File: src/design/lssa_pkg.sv
// ----------------------------------------------------------------------------
// lssa_pkg
// Shared widths and types of the linear-scan slot allocator.
// ----------------------------------------------------------------------------
package lssa_pkg;

  localparam int unsigned ID_W      = 16;
  localparam int unsigned POS_IN_W  = 16;
  localparam int unsigned REG_OUT_W = 3;

  typedef struct packed {
    logic clear;
    logic write;
  } lssa_upd_t;

  typedef struct packed {
    logic [REG_OUT_W-1:0] assigned_reg;
    logic                 spill_valid;
    logic [ID_W-1:0]      spilled_reg_id;
  } lssa_res_t;

endpackage

File: src/design/lssa_slots.sv
// ----------------------------------------------------------------------------
// lssa_slots
// Slot file: busy bits, owners and last-use positions of the allocatable
// registers, with a bulk clear and one write port.
// ----------------------------------------------------------------------------
module lssa_slots
  import lssa_pkg::*;
#(
  parameter int unsigned NUM_REGS = 7,
  parameter int unsigned POS_BITS = 16
) (
  input  logic                        clk_i,
  input  logic                        rst_ni,
  input  lssa_upd_t                   upd_i,
  input  logic [$clog2(NUM_REGS)-1:0] wr_idx_i,
  input  logic [ID_W-1:0]             wr_owner_i,
  input  logic [POS_BITS-1:0]         wr_end_i,
  output logic [NUM_REGS-2:0]         busy_o,
  output logic [ID_W-1:0]             owner_o [NUM_REGS-1],
  output logic [POS_BITS-1:0]         end_o   [NUM_REGS-1]
);

  localparam int unsigned NSLOTS = NUM_REGS - 1;

  logic [NSLOTS-1:0]   busy_q, busy_d;
  logic [ID_W-1:0]     owner_q [NSLOTS];
  logic [POS_BITS-1:0] end_q   [NSLOTS];

  always_comb begin
    busy_d = busy_q;
    if (upd_i.clear) begin
      busy_d = '0;
    end
    if (upd_i.write) begin
      busy_d[wr_idx_i] = 1'b1;
    end
  end

  always_ff @(posedge clk_i or negedge rst_ni) begin
    if (!rst_ni) begin
      busy_q <= '0;
    end else begin
      busy_q <= busy_d;
    end
  end

  always_ff @(posedge clk_i) begin
    if (upd_i.write) begin
      owner_q[wr_idx_i] <= wr_owner_i;
      end_q[wr_idx_i]   <= wr_end_i;
    end
  end

  assign busy_o  = busy_q;
  assign owner_o = owner_q;
  assign end_o   = end_q;

endmodule

File: src/design/lssa_decide.sv
// ----------------------------------------------------------------------------
// lssa_decide
// Allocation decision for one interval: lowest free slot, otherwise the
// interval with the furthest last use is spilled.
// ----------------------------------------------------------------------------
module lssa_decide
  import lssa_pkg::*;
#(
  parameter int unsigned NUM_REGS = 7,
  parameter int unsigned POS_BITS = 16
) (
  input  logic                        fire_i,
  input  logic                        new_function_i,
  input  logic [ID_W-1:0]             reg_id_i,
  input  logic [POS_BITS-1:0]         def_pos_i,
  input  logic [POS_BITS-1:0]         last_use_pos_i,
  input  logic [NUM_REGS-2:0]         busy_i,
  input  logic [ID_W-1:0]             owner_i [NUM_REGS-1],
  input  logic [POS_BITS-1:0]         end_i   [NUM_REGS-1],
  output lssa_upd_t                   upd_o,
  output logic [$clog2(NUM_REGS)-1:0] wr_idx_o,
  output lssa_res_t                   res_o
);

  localparam int unsigned NSLOTS = NUM_REGS - 1;
  localparam int unsigned IW     = $clog2(NUM_REGS);

  logic [NSLOTS-1:0]   busy_eff;
  logic [NSLOTS-1:0]   free;
  logic                found;
  logic [IW-1:0]       pick;
  logic [IW-1:0]       best;
  logic [POS_BITS-1:0] best_end;
  logic                self_spill;

  assign busy_eff = new_function_i ? '0 : busy_i;

  always_comb begin
    found = 1'b0;
    pick  = '0;
    for (int i = NSLOTS - 1; i >= 0; i--) begin
      free[i] = !busy_eff[i] || (end_i[i] <= def_pos_i);
      if (free[i]) begin
        found = 1'b1;
        pick  = IW'(i);
      end
    end
  end

  always_comb begin
    best     = '0;
    best_end = end_i[0];
    for (int i = 1; i < NSLOTS; i++) begin
      if (best_end < end_i[i]) begin
        best     = IW'(i);
        best_end = end_i[i];
      end
    end
  end

  assign self_spill = !found && (best_end < last_use_pos_i);

  always_comb begin
    upd_o.clear = fire_i && new_function_i;
    upd_o.write = fire_i && !self_spill;
    wr_idx_o    = found ? pick : best;
    if (found) begin
      res_o.assigned_reg   = REG_OUT_W'(pick);
      res_o.spill_valid    = 1'b0;
      res_o.spilled_reg_id = '0;
    end else if (self_spill) begin
      res_o.assigned_reg   = REG_OUT_W'(NUM_REGS - 1);
      res_o.spill_valid    = 1'b1;
      res_o.spilled_reg_id = reg_id_i;
    end else begin
      res_o.assigned_reg   = REG_OUT_W'(best);
      res_o.spill_valid    = 1'b1;
      res_o.spilled_reg_id = owner_i[best];
    end
  end

endmodule

File: src/design/linear_scan_slot_allocator.sv
// ----------------------------------------------------------------------------
// linear_scan_slot_allocator
// Linear-scan register allocation over NUM_REGS-1 slots plus one reserved
// spill register.
// ----------------------------------------------------------------------------
// Input channel: one beat per live interval (new_function, reg_id, def_pos,
//   last_use_pos), sent in order of definition, accepted when in_valid_i is
//   high and in_stall_o is low.
// Output channel: one beat per interval (assigned_reg, spill_valid,
//   spilled_reg_id), taken when out_valid_o is high and out_stall_i is low.
// Result path: an accepted beat lands in the input register; its result is
//   then loaded into the result register, which drives out_valid_o.
// Throughput: one interval per cycle while no result is held up by out_stall_i. The slot compares, the lowest-free
//   pick and the furthest-end search all sit combinationally between the input
//   register and the result register, and the slot file is written on the
//   same edge, so the next interval sees the updated slots.
// Reset: all slots empty, both registers empty.
// Stall: while out_stall_i holds a waiting result, the input register still
//   fills once; beyond that in_stall_o is raised until the result is taken.
// ----------------------------------------------------------------------------
module linear_scan_slot_allocator
  import lssa_pkg::*;
#(
  parameter int unsigned NUM_REGS = 7,
  parameter int unsigned POS_BITS = 16
) (
  input  logic                 clk_i,
  input  logic                 rst_ni,
  input  logic                 in_valid_i,
  output logic                 in_stall_o,
  input  logic                 new_function_i,
  input  logic [ID_W-1:0]      reg_id_i,
  input  logic [POS_IN_W-1:0]  def_pos_i,
  input  logic [POS_IN_W-1:0]  last_use_pos_i,
  output logic                 out_valid_o,
  input  logic                 out_stall_i,
  output logic [REG_OUT_W-1:0] assigned_reg_o,
  output logic                 spill_valid_o,
  output logic [ID_W-1:0]      spilled_reg_id_o
);

  localparam int unsigned IW = $clog2(NUM_REGS);

  logic                in_valid_q;
  logic                nf_q;
  logic [ID_W-1:0]     id_q;
  logic [POS_BITS-1:0] def_q;
  logic [POS_BITS-1:0] last_q;

  logic      out_valid_q;
  lssa_res_t res_q;

  logic out_ready;
  logic fire;
  logic in_take;

  lssa_upd_t           upd;
  logic [IW-1:0]       wr_idx;
  lssa_res_t           res_d;
  logic [NUM_REGS-2:0] busy;
  logic [ID_W-1:0]     owner [NUM_REGS-1];
  logic [POS_BITS-1:0] slot_end [NUM_REGS-1];

  assign out_ready  = !out_valid_q || !out_stall_i;
  assign fire       = in_valid_q && out_ready;
  assign in_stall_o = in_valid_q && !out_ready;
  assign in_take    = in_valid_i && !in_stall_o;

  always_ff @(posedge clk_i or negedge rst_ni) begin
    if (!rst_ni) begin
      in_valid_q <= 1'b0;
    end else if (in_take) begin
      in_valid_q <= 1'b1;
    end else if (fire) begin
      in_valid_q <= 1'b0;
    end
  end

  always_ff @(posedge clk_i) begin
    if (in_take) begin
      nf_q   <= new_function_i;
      id_q   <= reg_id_i;
      def_q  <= POS_BITS'(def_pos_i);
      last_q <= POS_BITS'(last_use_pos_i);
    end
  end

  lssa_decide #(
    .NUM_REGS (NUM_REGS),
    .POS_BITS (POS_BITS)
  ) u_decide (
    .fire_i         (fire),
    .new_function_i (nf_q),
    .reg_id_i       (id_q),
    .def_pos_i      (def_q),
    .last_use_pos_i (last_q),
    .busy_i         (busy),
    .owner_i        (owner),
    .end_i          (slot_end),
    .upd_o          (upd),
    .wr_idx_o       (wr_idx),
    .res_o          (res_d)
  );

  lssa_slots #(
    .NUM_REGS (NUM_REGS),
    .POS_BITS (POS_BITS)
  ) u_slots (
    .clk_i      (clk_i),
    .rst_ni     (rst_ni),
    .upd_i      (upd),
    .wr_idx_i   (wr_idx),
    .wr_owner_i (id_q),
    .wr_end_i   (last_q),
    .busy_o     (busy),
    .owner_o    (owner),
    .end_o      (slot_end)
  );

  always_ff @(posedge clk_i or negedge rst_ni) begin
    if (!rst_ni) begin
      out_valid_q <= 1'b0;
    end else if (out_ready) begin
      out_valid_q <= fire;
    end
  end

  always_ff @(posedge clk_i) begin
    if (fire) begin
      res_q <= res_d;
    end
  end

  assign out_valid_o      = out_valid_q;
  assign assigned_reg_o   = res_q.assigned_reg;
  assign spill_valid_o    = res_q.spill_valid;
  assign spilled_reg_id_o = res_q.spilled_reg_id;

endmodule
File: config.mk
export PLATFORM = sky130hd
export DESIGN_NAME = linear_scan_slot_allocator
export DESIGN_NICKNAME = d
export VERILOG_FILES = /design/src/design/lssa_pkg.sv /design/src/design/lssa_slots.sv /design/src/design/lssa_decide.sv /design/src/design/linear_scan_slot_allocator.sv
export SDC_FILE = /design/constraint.sdc
export NUM_CORES = 1
export LEC_CHECK = 0
export BUFFER_PORTS_ARGS = -buffer_cell sky130_fd_sc_hd__buf_2
export CAP_MARGIN = 20
export CELL_PAD_IN_SITES_DETAIL_PLACEMENT = 1
export CELL_PAD_IN_SITES_GLOBAL_PLACEMENT = 1
export CORE_MARGIN = 5
export CORE_UTILIZATION = 35
export CTS_CLUSTER_DIAMETER = 50
export DETAILED_ROUTE_END_ITERATION = 8
export GPL_ROUTABILITY_DRIVEN = 0
export PLACE_DENSITY = 0.66
export SYNTH_ARGS = -nofsm -noshare
export SYNTH_HDL_FRONTEND = slang
export SYNTH_SLANG_ARGS = --single-unit
File: constraint.sdc
create_clock -name clk_i -period 15.9 [get_ports clk_i]
set_input_delay 1.59 -clock clk_i [delete_from_list [all_inputs] [get_ports clk_i]]
set_output_delay 1.59 -clock clk_i [all_outputs]
set_load 0.1 [all_outputs]
==> flow_summary.json, run 1 <==
{
  "status": "complete, no violations",
  "htreeDepth": 2,
  "io_pins": 75,
  "area.sequential_um2": 8040,
  "gr-usage-met3_pct": 3.75,
  "drt_iter0_drc": 840,
  "ys_seq_elements": 269,
  "cp_top_family": "compound AO/OA/AOI/OAI gates",
  "dpl.hpwl_mm": 34.4,
  "rsz0062_at_grt": "no",
  "drive_above_1_share_pct": 17.3,
  "numCtsBuffers": 40,
  "clk_path_buf_depth": 3,
  "rows": 76,
  "ys_async_sr_fraction_pct": 2.97,
  "syn_area_per_cell_um2": 12.3,
  "slowest_delay_ns": 0.68,
  "fin_crit_sh_pct": 90.6,
  "clock-root-buffer": "clkbuf_16",
  "cp_max_fo": 29,
  "nFillCells": 4516,
  "whs_ns": 0.486,
  "wirelength_mm": 45.6,
  "relSlewSlack_pct": 38.0,
  "synth_edf_count": 261,
  "setup_tns_ns": 0,
  "post_dp_cell_area_um2": 16400,
  "crit_slowest_cell": "nor4_2",
  "area_delta_synth_final_pct": 16.2,
  "min_path_type": "register to register",
  "start_util_pct": 35.3,
  "routedWlPerCell_um": 23.4,
  "design_area_um2": 17700,
  "multi_input_area_um2": 6600,
  "placed_cells_incl_taps": 1881,
  "vias": 10594,
  "drc": 0,
  "crit_required_ns": 16.13,
  "worst_ir_drop_vdd_mv": 0.0737,
  "synth_warnings": 0,
  "die_x_um": 219,
  "io_buffers": 74,
  "grt_use_met1_pct": 26.0,
  "p_leak_nw": 7.32,
  "cts_tree": "built",
  "core_um2": 43100,
  "synth_cell_types": 71,
  "synthCells": 1235,
  "powerDensity_nw_per_um2": 115,
  "synth_area_leaders": "edfxtp_1 (51%), ha_1 (15%), mux2_2 (3.3%), inv_1 (3.2%), o21ai_0 (2.7%)",
  "setup_viol": 0,
  "cts_resized": 0,
  "crit_path_end_kind": "register",
  "viasPerCell": 5.42,
  "synth_top_area_share_pct": 51.5,
  "grt_pass1_wl_mm": 68.8,
  "setup.worst_path.start_class": "register",
  "yosysSeqAreaShare_pct": 52.8,
  "grt_pass1_vias": 11514,
  "finalHoldViolCount": 0,
  "maxCapViolCount": 0,
  "die_area_um2": 47800,
  "ys.flop_type": "edfxtp_1",
  "fmax_mhz": 69.4,
  "antenna_left": 0,
  "final_cell_count_no_fill": 1953,
  "path_buf_inv": 5,
  "worstMarginPinSlew_ns": 0.930,
  "clock_skew_ns": 0.0355,
  "fin_nets": 1577,
  "busiest_layer": "met2",
  "grt.met2_usage_pct": 31.2,
  "syn_area_um2": 15200,
  "yosysMostFrequentCell": "edfxtp_1",
  "grt_max_degree": 35,
  "clk_pin_slew_ns": 0.06,
  "crit_type": "register to register",
  "cts_sinks": 269,
  "netlist_top_cells_count": "edfxtp_1 (261), ha_1 (186), inv_1 (128)",
  "arrival_ns": 14.64,
  "slew_viol_final": 0,
  "fin_crit_ns": 14.41,
  "syn_nets": 1474,
  "ctsHoldBuffers": 0,
  "firstDrtPassIters": 5,
  "gr-total-overflow": 0,
  "postCtsSetupRepairBufs": 0,
  "yosysTopAreaCell": "edfxtp_1",
  "grt.total_usage_pct": 19.1,
  "antenna_found_initial": 0,
  "worst_skew_pair.late_latency_ns": 0.58,
  "dieHeight_um": 219
}
[path summary, 6_finish.rpt]
kind | depth (start not counted) | from | end | slack, ns
worst max-delay path | 49 | u_slots.end_o[73] | u_slots.end_o[90] | 1.49
worst min-delay path | 2 | u_slots.busy_o[2] | u_slots.busy_o[2] | 0.49
max in group asynchronous | 1 | rst_ni | u_slots.busy_o[1] | 14.83
min in group asynchronous | 1 | rst_ni | u_slots.busy_o[3] | 0.87
worst max register to register | 49 | u_slots.end_o[73] | u_slots.end_o[90] | 1.49
worst min register to register | 2 | u_slots.busy_o[2] | u_slots.busy_o[2] | 0.49
[stage by stage]
stage	util [%]	setup slack, ns	total power, W
after floorplan	-	1.03	0.00108
after detailed placement	38.0	1.67	0.00119
after CTS	41.1	1.63	0.00206
final	41.1	1.49	0.00204
after global routing	41.1	0.574	0.00213
after global placement	38.0	2.06	0.00118
[cells in the final DEF (no fill, tap or decap), drive strengths merged, types with 7 or more instances in the layout]
master   instances
edfxtp         261
ha             186
inv            139
buf             93
o21ai           85
nand2           71
mux2            55
a21oi           51
clkbuf          47
a21o            32
nor2            31
mux2i           28
nand4           27
nand2b          19
o2111ai         18
a211oi          18
nor3            17
nand3           17
o21a            14
a21boi          12
or3             12
clkinv          11
a41o            10
nor4            10
a31oi            9
dfrtp            8
nor2b            7
[worst register-to-register path, delay by kind of cell, from the launching register on]
kind / cells / cell delay [ns]
flip-flops: 1 / 0.40
multiplexers: 3 / 1.19
AND/OR/NAND/NOR: 15 / 4.24
AO/OA/AOI/OAI: 20 / 4.95
adder cells (fa/ha/maj): 6 / 1.86
buffers and inverters: 5 / 1.43
[metal layers]
layer / routed length [um] / part of all wire, %
met2: 21300 / 47
met3: 2930 / 6.4
met1: 20400 / 45
met5: 0 / 0
met4: 980 / 2.1
[cells by family (layout without fill, tap and decap cells)]
family / after synthesis / after routing / share of synthesized area, %
AO/OA/AOI/OAI: 300 / 300 / 13.6
flip-flops: 269 / 269 / 52.8
AND/OR/NAND/NOR: 236 / 236 / 7.96
adder cells (fa/ha/maj): 186 / 186 / 15.3
buffers and inverters: 161 / 293 / 4.22
multiplexers: 83 / 83 / 6.16
other: 0 / 1 / 0
[report_power, final]
group / total [W] / internal [W] / switching (W)
combinational: 0.000338 / 0.000121 / 0.000217
sequential: 0.000837 / 0.000809 / 0.0000281
clock: 0.000866 / 0.000512 / 0.000355
[layout make-up]
| class | count | area share [%] |
|---|---|---|
| Sequential cell | 269 | 45.4 |
| Multi-Input combinational cell | 805 | 37.3 |
| Clock buffer | 47 | 5.81 |
| Tap cell | 585 | 4.14 |
| Timing Repair Buffer | 93 | 2.90 |
| Inverter | 129 | 2.74 |
| Clock inverter | 24 | 1.65 |
| Antenna cell | 1 | 0.0141 |
[state kept, by name, summed over array words and instances, names as in the netlist, 3 cells and up]
register	cells
last_q	16
u_slots.end_o	96
assigned_reg_o	3
u_slots.owner_o	96
u_slots.busy_o	6
id_q	16
def_q	16
spilled_reg_id_o	16
(Power assumes the default switching activity.)
==> run 2, diff against run 1 <==
--- a/config.mk
+++ b/config.mk
@@ -7,10 +7,10 @@
 export LEC_CHECK = 0
 export BUFFER_PORTS_ARGS = -buffer_cell sky130_fd_sc_hd__buf_2
 export CAP_MARGIN = 20
-export CELL_PAD_IN_SITES_DETAIL_PLACEMENT = 1
+export CELL_PAD_IN_SITES_DETAIL_PLACEMENT = 0
 export CELL_PAD_IN_SITES_GLOBAL_PLACEMENT = 1
-export CORE_MARGIN = 5
 export CORE_UTILIZATION = 35
+export CTS_BUF_LIST = sky130_fd_sc_hd__clkbuf_16
 export CTS_CLUSTER_DIAMETER = 50
 export DETAILED_ROUTE_END_ITERATION = 8
 export GPL_ROUTABILITY_DRIVEN = 0
==> run 2 against run 1 <==
  * First-iteration DRC count shrank 18%
  * Clock power is 8.8% lower
  * Critical path depth stayed put
  * Combinational power down 2%
  * Largest cell class unchanged
  * Highest routed layer unchanged
==> flow_summary.json, run 2 (same netlist as run 1, synthesis figures left out) <==
{
  "antenna_found_initial": 1,
  "antenna_left": 0,
  "ctsHoldBuffers": 0,
  "postCtsSetupRepairBufs": 0,
  "crit_top_cell": "o21ai_0",
  "finalHoldViolCount": 0,
  "maxCapViolCount": 0,
  "crit_required_ns": 16.08,
  "r2r-end": "u_slots.end_o[60]",
  "clk_path_buf_depth": 3,
  "cts_tree": "built",
  "rsz0062_at_grt": "no",
  "die_area_um2": 44300,
  "min_path_type": "register to register",
  "relSlewSlack_pct": 35.6,
  "clock-root-buffer": "clkbuf_16",
  "fin_crit_sh_pct": 90.5,
  "clk_pin_slew_ns": 0.05,
  "drt_iter0_drc": 690,
  "nFillCells": 4137,
  "p_leak_nw": 7.27,
  "slowest_delay_ns": 0.61,
  "rr_startpoint": "u_slots.end_o[90]",
  "setup.worst_path.start_class": "register",
  "fin_crit_ns": 14.38,
  "cp-endpoint": "u_slots.end_o[60]",
  "clock_skew_ns": 0.0239,
  "worst_ir_drop_vdd_mv": 0.0824,
  "arrival_ns": 14.57,
  "final_core_util_pct": 40.8,
  "grt_pass1_wl_mm": 62.1,
  "reg2reg_depth": 49,
  "viasPerCell": 5.33,
  "setup_viol": 0,
  "crit_start": "u_slots.end_o[90]",
  "core_um2": 43000,
  "worst_skew_pair.late_latency_ns": 0.56,
  "grt_pass1_vias": 10245,
  "area.sequential_um2": 8040,
  "cts_resized": 0,
  "die_x_um": 211,
  "routedWlPerCell_um": 21.2,
  "worstMarginPinSlew_ns": 0.966,
  "status": "complete, no violations",
  "dieHeight_um": 211,
  "design_area_um2": 17500,
  "fin_nets": 1573,
  "rrSetupSlack_ns": 1.52,
  "grt_max_degree": 50,
  "layout_common_cells": "edfxtp_1 (261), ha_1 (186), inv_1 (134)",
  "htreeDepth": 2,
  "cts_sinks": 269,
  "slew_viol_final": 0,
  "powerDensity_nw_per_um2": 112,
  "vias": 10374,
  "numCtsBuffers": 38,
  "wirelength_mm": 41.2,
  "rows": 76,
  "start_util_pct": 35.4,
  "io_pins": 75,
  "dpl.hpwl_mm": 31.3,
  "fmax_mhz": 69.5,
  "crit_type": "register to register",
  "multi_input_area_um2": 6600,
  "drc": 0,
  "layout_commonest_cell": "edfxtp_1",
  "cp_max_fo": 43,
  "antenna_cells": 0,
  "crit_slowest_cell": "a2111oi_0",
  "crit_path_end_kind": "register",
  "area_delta_synth_final_pct": 15.2,
  "post_dp_cell_area_um2": 16400,
  "drive_above_1_share_pct": 16.7,
  "gr-total-overflow": 0,
  "firstDrtPassIters": 5,
  "io_buffers": 74,
  "grt.total_usage_pct": 18.9,
  "setup_tns_ns": 0
}
run 2: power breakdown:
| part | internal (W) | total, W | switching, W |
|---|---|---|---|
| logic | 0.000119 | 0.000330 | 0.000211 |
| registers | 0.000809 | 0.000836 | 0.0000272 |
| clock network | 0.000460 | 0.000790 | 0.000330 |
run 2: worst max-delay path, delay by kind of cell, from the launching register on:
family / cells / cell delay [ns]
AND/OR/NAND/NOR: 18 / 4.43
AO/OA/AOI/OAI: 17 / 4.35
flip-flops: 1 / 0.45
multiplexers: 3 / 1.15
adder cells (fa/ha/maj): 6 / 1.86
buffers and inverters: 5 / 1.74
run 2: area by class of cell:
| cell class | instances | area share (%) |
|---|---|---|
| Sequential cell | 269 | 45.8 |
| Multi-Input combinational cell | 805 | 37.6 |
| Clock buffer | 38 | 5.42 |
| Tap cell | 585 | 4.17 |
| Timing Repair Buffer | 91 | 2.84 |
| Inverter | 129 | 2.76 |
| Clock inverter | 30 | 1.36 |
run 2: metal layers:
layer	up-vias	GRT usage [%]	wire, um
met5	-	0	0
met4	0	5.65	1010
met3	52	3.10	2390
met2	312	28.6	17900
met1	5051	27.7	20000
li1	4959	-	-
run 2: how the worst min path moves through the flow:
stage	startpoint	endpoint	slack, ns	cells after the start
after floorplan	u_slots.busy_o[0]	u_slots.busy_o[0]	0.44	2
after global placement	u_slots.busy_o[4]	u_slots.busy_o[4]	0.48	2
after detailed placement	u_slots.busy_o[3]	u_slots.busy_o[3]	0.48	2
after CTS	u_slots.busy_o[4]	u_slots.busy_o[4]	0.49	2
after global routing	u_slots.busy_o[4]	u_slots.busy_o[4]	0.50	2
final	u_slots.busy_o[4]	u_slots.busy_o[4]	0.49	2
run 2: stage by stage:
| stage | worst slack (ns) | cells | power, W | hold WS, ns |
|---|---|---|---|---|
| after floorplan | 1.03 | 1235 | 0.00108 | 0.435 |
| after global placement | 1.75 | 1879 | 0.00118 | 0.476 |
| after detailed placement | 1.56 | 1879 | 0.00118 | 0.479 |
| after CTS | 1.50 | 1947 | 0.00198 | 0.492 |
| after global routing | 0.376 | 1947 | 0.00204 | 0.504 |
| final | 1.52 | 1947 | 0.00196 | 0.489 |
==> run 3, diff against run 2 <==
==> constraint.sdc (replaced) <==
create_clock -name clk_i -period 12.7 [get_ports clk_i]
set_input_delay 1.27 -clock clk_i [delete_from_list [all_inputs] [get_ports clk_i]]
set_output_delay 1.27 -clock clk_i [all_outputs]
set_load 0.1 [all_outputs]
==> run 3 against run 2 <==
  * Sequential share of layout area is 1.5 points lower
  * Via count is 0.23% lower
  * Global-route usage is 0.50 points lower
  * Register-to-register slack worse by 0.94 ns
  * Combinational power is 34% higher
  * Die area stayed put
  * Utilization is 1.4 points higher
  * Clock skew is 0.0091 ns higher
  * Setup slack worse by 0.94 ns
  * Critical endpoint is now u_slots.end_o[95]
==> flow_summary.json, run 3 (same netlist as run 1, synthesis figures left out) <==
{
  "status": "complete, no violations",
  "io_buffers": 74,
  "gr-total-overflow": 0,
  "worstMarginPinSlew_ns": 0.876,
  "rows": 76,
  "io_pins": 75,
  "die_area_um2": 44300,
  "final_cell_count_no_fill": 1985,
  "dieHeight_um": 211,
  "cp_max_fo": 30,
  "fmax_mhz": 82.5,
  "busiest_layer": "met2",
  "drive_above_1_share_pct": 20.2,
  "min_path_type": "register to register",
  "crit_type": "register to register",
  "grt_pass1_vias": 10454,
  "clk_pin_slew_ns": 0.05,
  "slew_viol_final": 0,
  "grt_max_degree": 37,
  "cp_top_family": "compound AO/OA/AOI/OAI gates",
  "setup_viol": 0,
  "fin_crit_ns": 12.12,
  "cts_sinks": 269,
  "crit_required_ns": 12.97,
  "htreeDepth": 2,
  "worst_skew_pair.late_latency_ns": 0.57,
  "antenna_found_initial": 0,
  "arrival_ns": 12.39,
  "finalHoldViolCount": 0,
  "dpl.hpwl_mm": 29.8,
  "path_buf_inv": 8,
  "grt_pass1_wl_mm": 60.8,
  "start_util_pct": 35.4,
  "p_leak_nw": 7.54,
  "routedWlPerCell_um": 20.4,
  "cts_tree": "built",
  "drc": 0,
  "slowest_delay_ns": 0.57,
  "layout_common_cells": "edfxtp_1 (261), ha_1 (186), inv_1 (133)",
  "setup.worst_path.start_class": "register",
  "gr-usage-met3_pct": 2.98,
  "die_x_um": 211,
  "viasPerCell": 5.21,
  "antenna_left": 0,
  "layout_commonest_cell": "edfxtp_1",
  "clock_skew_ns": 0.0330,
  "final_core_util_pct": 42.2,
  "worst_ir_drop_vdd_mv": 0.115,
  "drt_iter0_drc": 549,
  "fin_crit_sh_pct": 95.4,
  "numCtsBuffers": 38,
  "grt.total_usage_pct": 18.4,
  "area_delta_synth_final_pct": 19.1,
  "wirelength_mm": 40.4,
  "fin_nets": 1611,
  "crit_slowest_cell": "or4_1",
  "clock-root-buffer": "clkbuf_16",
  "maxCapViolCount": 0,
  "crit_path_end_kind": "register",
  "firstDrtPassIters": 5,
  "grt_use_met1_pct": 24.6,
  "relSlewSlack_pct": 40.9,
  "core_um2": 43000,
  "clk_path_buf_depth": 3,
  "antenna_cells": 0,
  "vias": 10350,
  "powerDensity_nw_per_um2": 141,
  "placed_cells_incl_taps": 1907,
  "grt.met2_usage_pct": 30.5
}
[run 3: cell count changes in the layout (fill, tap and decap cells not counted), moves of 4 or more]
cell and delta:
buf_12 +4, buf_4 +27, buf_6 +5, nor4_2 -6, clkinv_1 -5, nor3_2 +4, nor4_4 +6, o21ai_0 -14
o21ai_1 +13, nor3_1 -4
[run 3: where the power goes]
group          switching [W]  internal (W)  total, W
Sequential         0.0000280       0.00101   0.00104
Combinational       0.000272      0.000172  0.000443
Clock               0.000428      0.000643   0.00107
[run 3: worst paths after layout]
check,from,end,slack (ns),depth (start not counted)
max,u_slots.end_o[65],u_slots.end_o[95],0.58,53
min,u_slots.busy_o[2],u_slots.busy_o[2],0.48,2
max reg2reg,u_slots.end_o[65],u_slots.end_o[95],0.58,53
min reg2reg,u_slots.busy_o[2],u_slots.busy_o[2],0.48,2
max in group asynchronous,rst_ni,in_valid_q,11.93,1
min in group asynchronous,rst_ni,u_slots.busy_o[5],0.56,1
[run 3: what timing repair did]
item,in CTS,in global routing
hold buffers,0,0
pin swaps,2,3
setup endpoints to repair,195,217
gates resized for setup,2,31
cloned,0,1
buffers inserted,2,6
[run 3: worst register-to-register path, delay by kind of cell (launching register included)]
| family | cells | cell delay, ns |
|---|---|---|
| compound gates | 23 | 5.02 |
| simple gates | 13 | 2.26 |
| fa+ha+maj | 6 | 1.63 |
| buf+inv | 8 | 1.48 |
| mux | 3 | 1.01 |
| flops | 1 | 0.39 |
[run 3: cell type report]
cell class	count	area [um2]
Fill cell	4112	24900
Clock inverter	30	329
Inverter	129	484
Tap cell	585	732
Multi-Input combinational cell	806	6730
Sequential cell	269	8040
Timing Repair Buffer	128	865
Clock buffer	38	951
[run 3: routing by layer]
layer,up-vias,wire [um]
met5,-,0
met4,0,909
met3,56,1730
met2,249,18900
met1,5003,18900
li1,5042,-
[run 3: metrics by stage]
step | setup slack [ns] | setup TNS (ns) | hold slack (ns) | power, W | cell area (um2)
6_report | 0.581 | 0 | 0.485 | 0.00255 | 18100
2_1_floorplan | -0.466 | -44.70 | 0.435 | 0.00135 | 15300
3_3_place_gp | -0.178 | -9.36 | 0.469 | 0.00148 | 16700
5_1_grt | -0.00819 | -0.144 | 0.518 | 0.00265 | 18100
3_5_place_dp | -0.295 | -32.16 | 0.474 | 0.00149 | 16700
4_1_cts | 0.00745 | 0 | 0.486 | 0.00257 | 18000
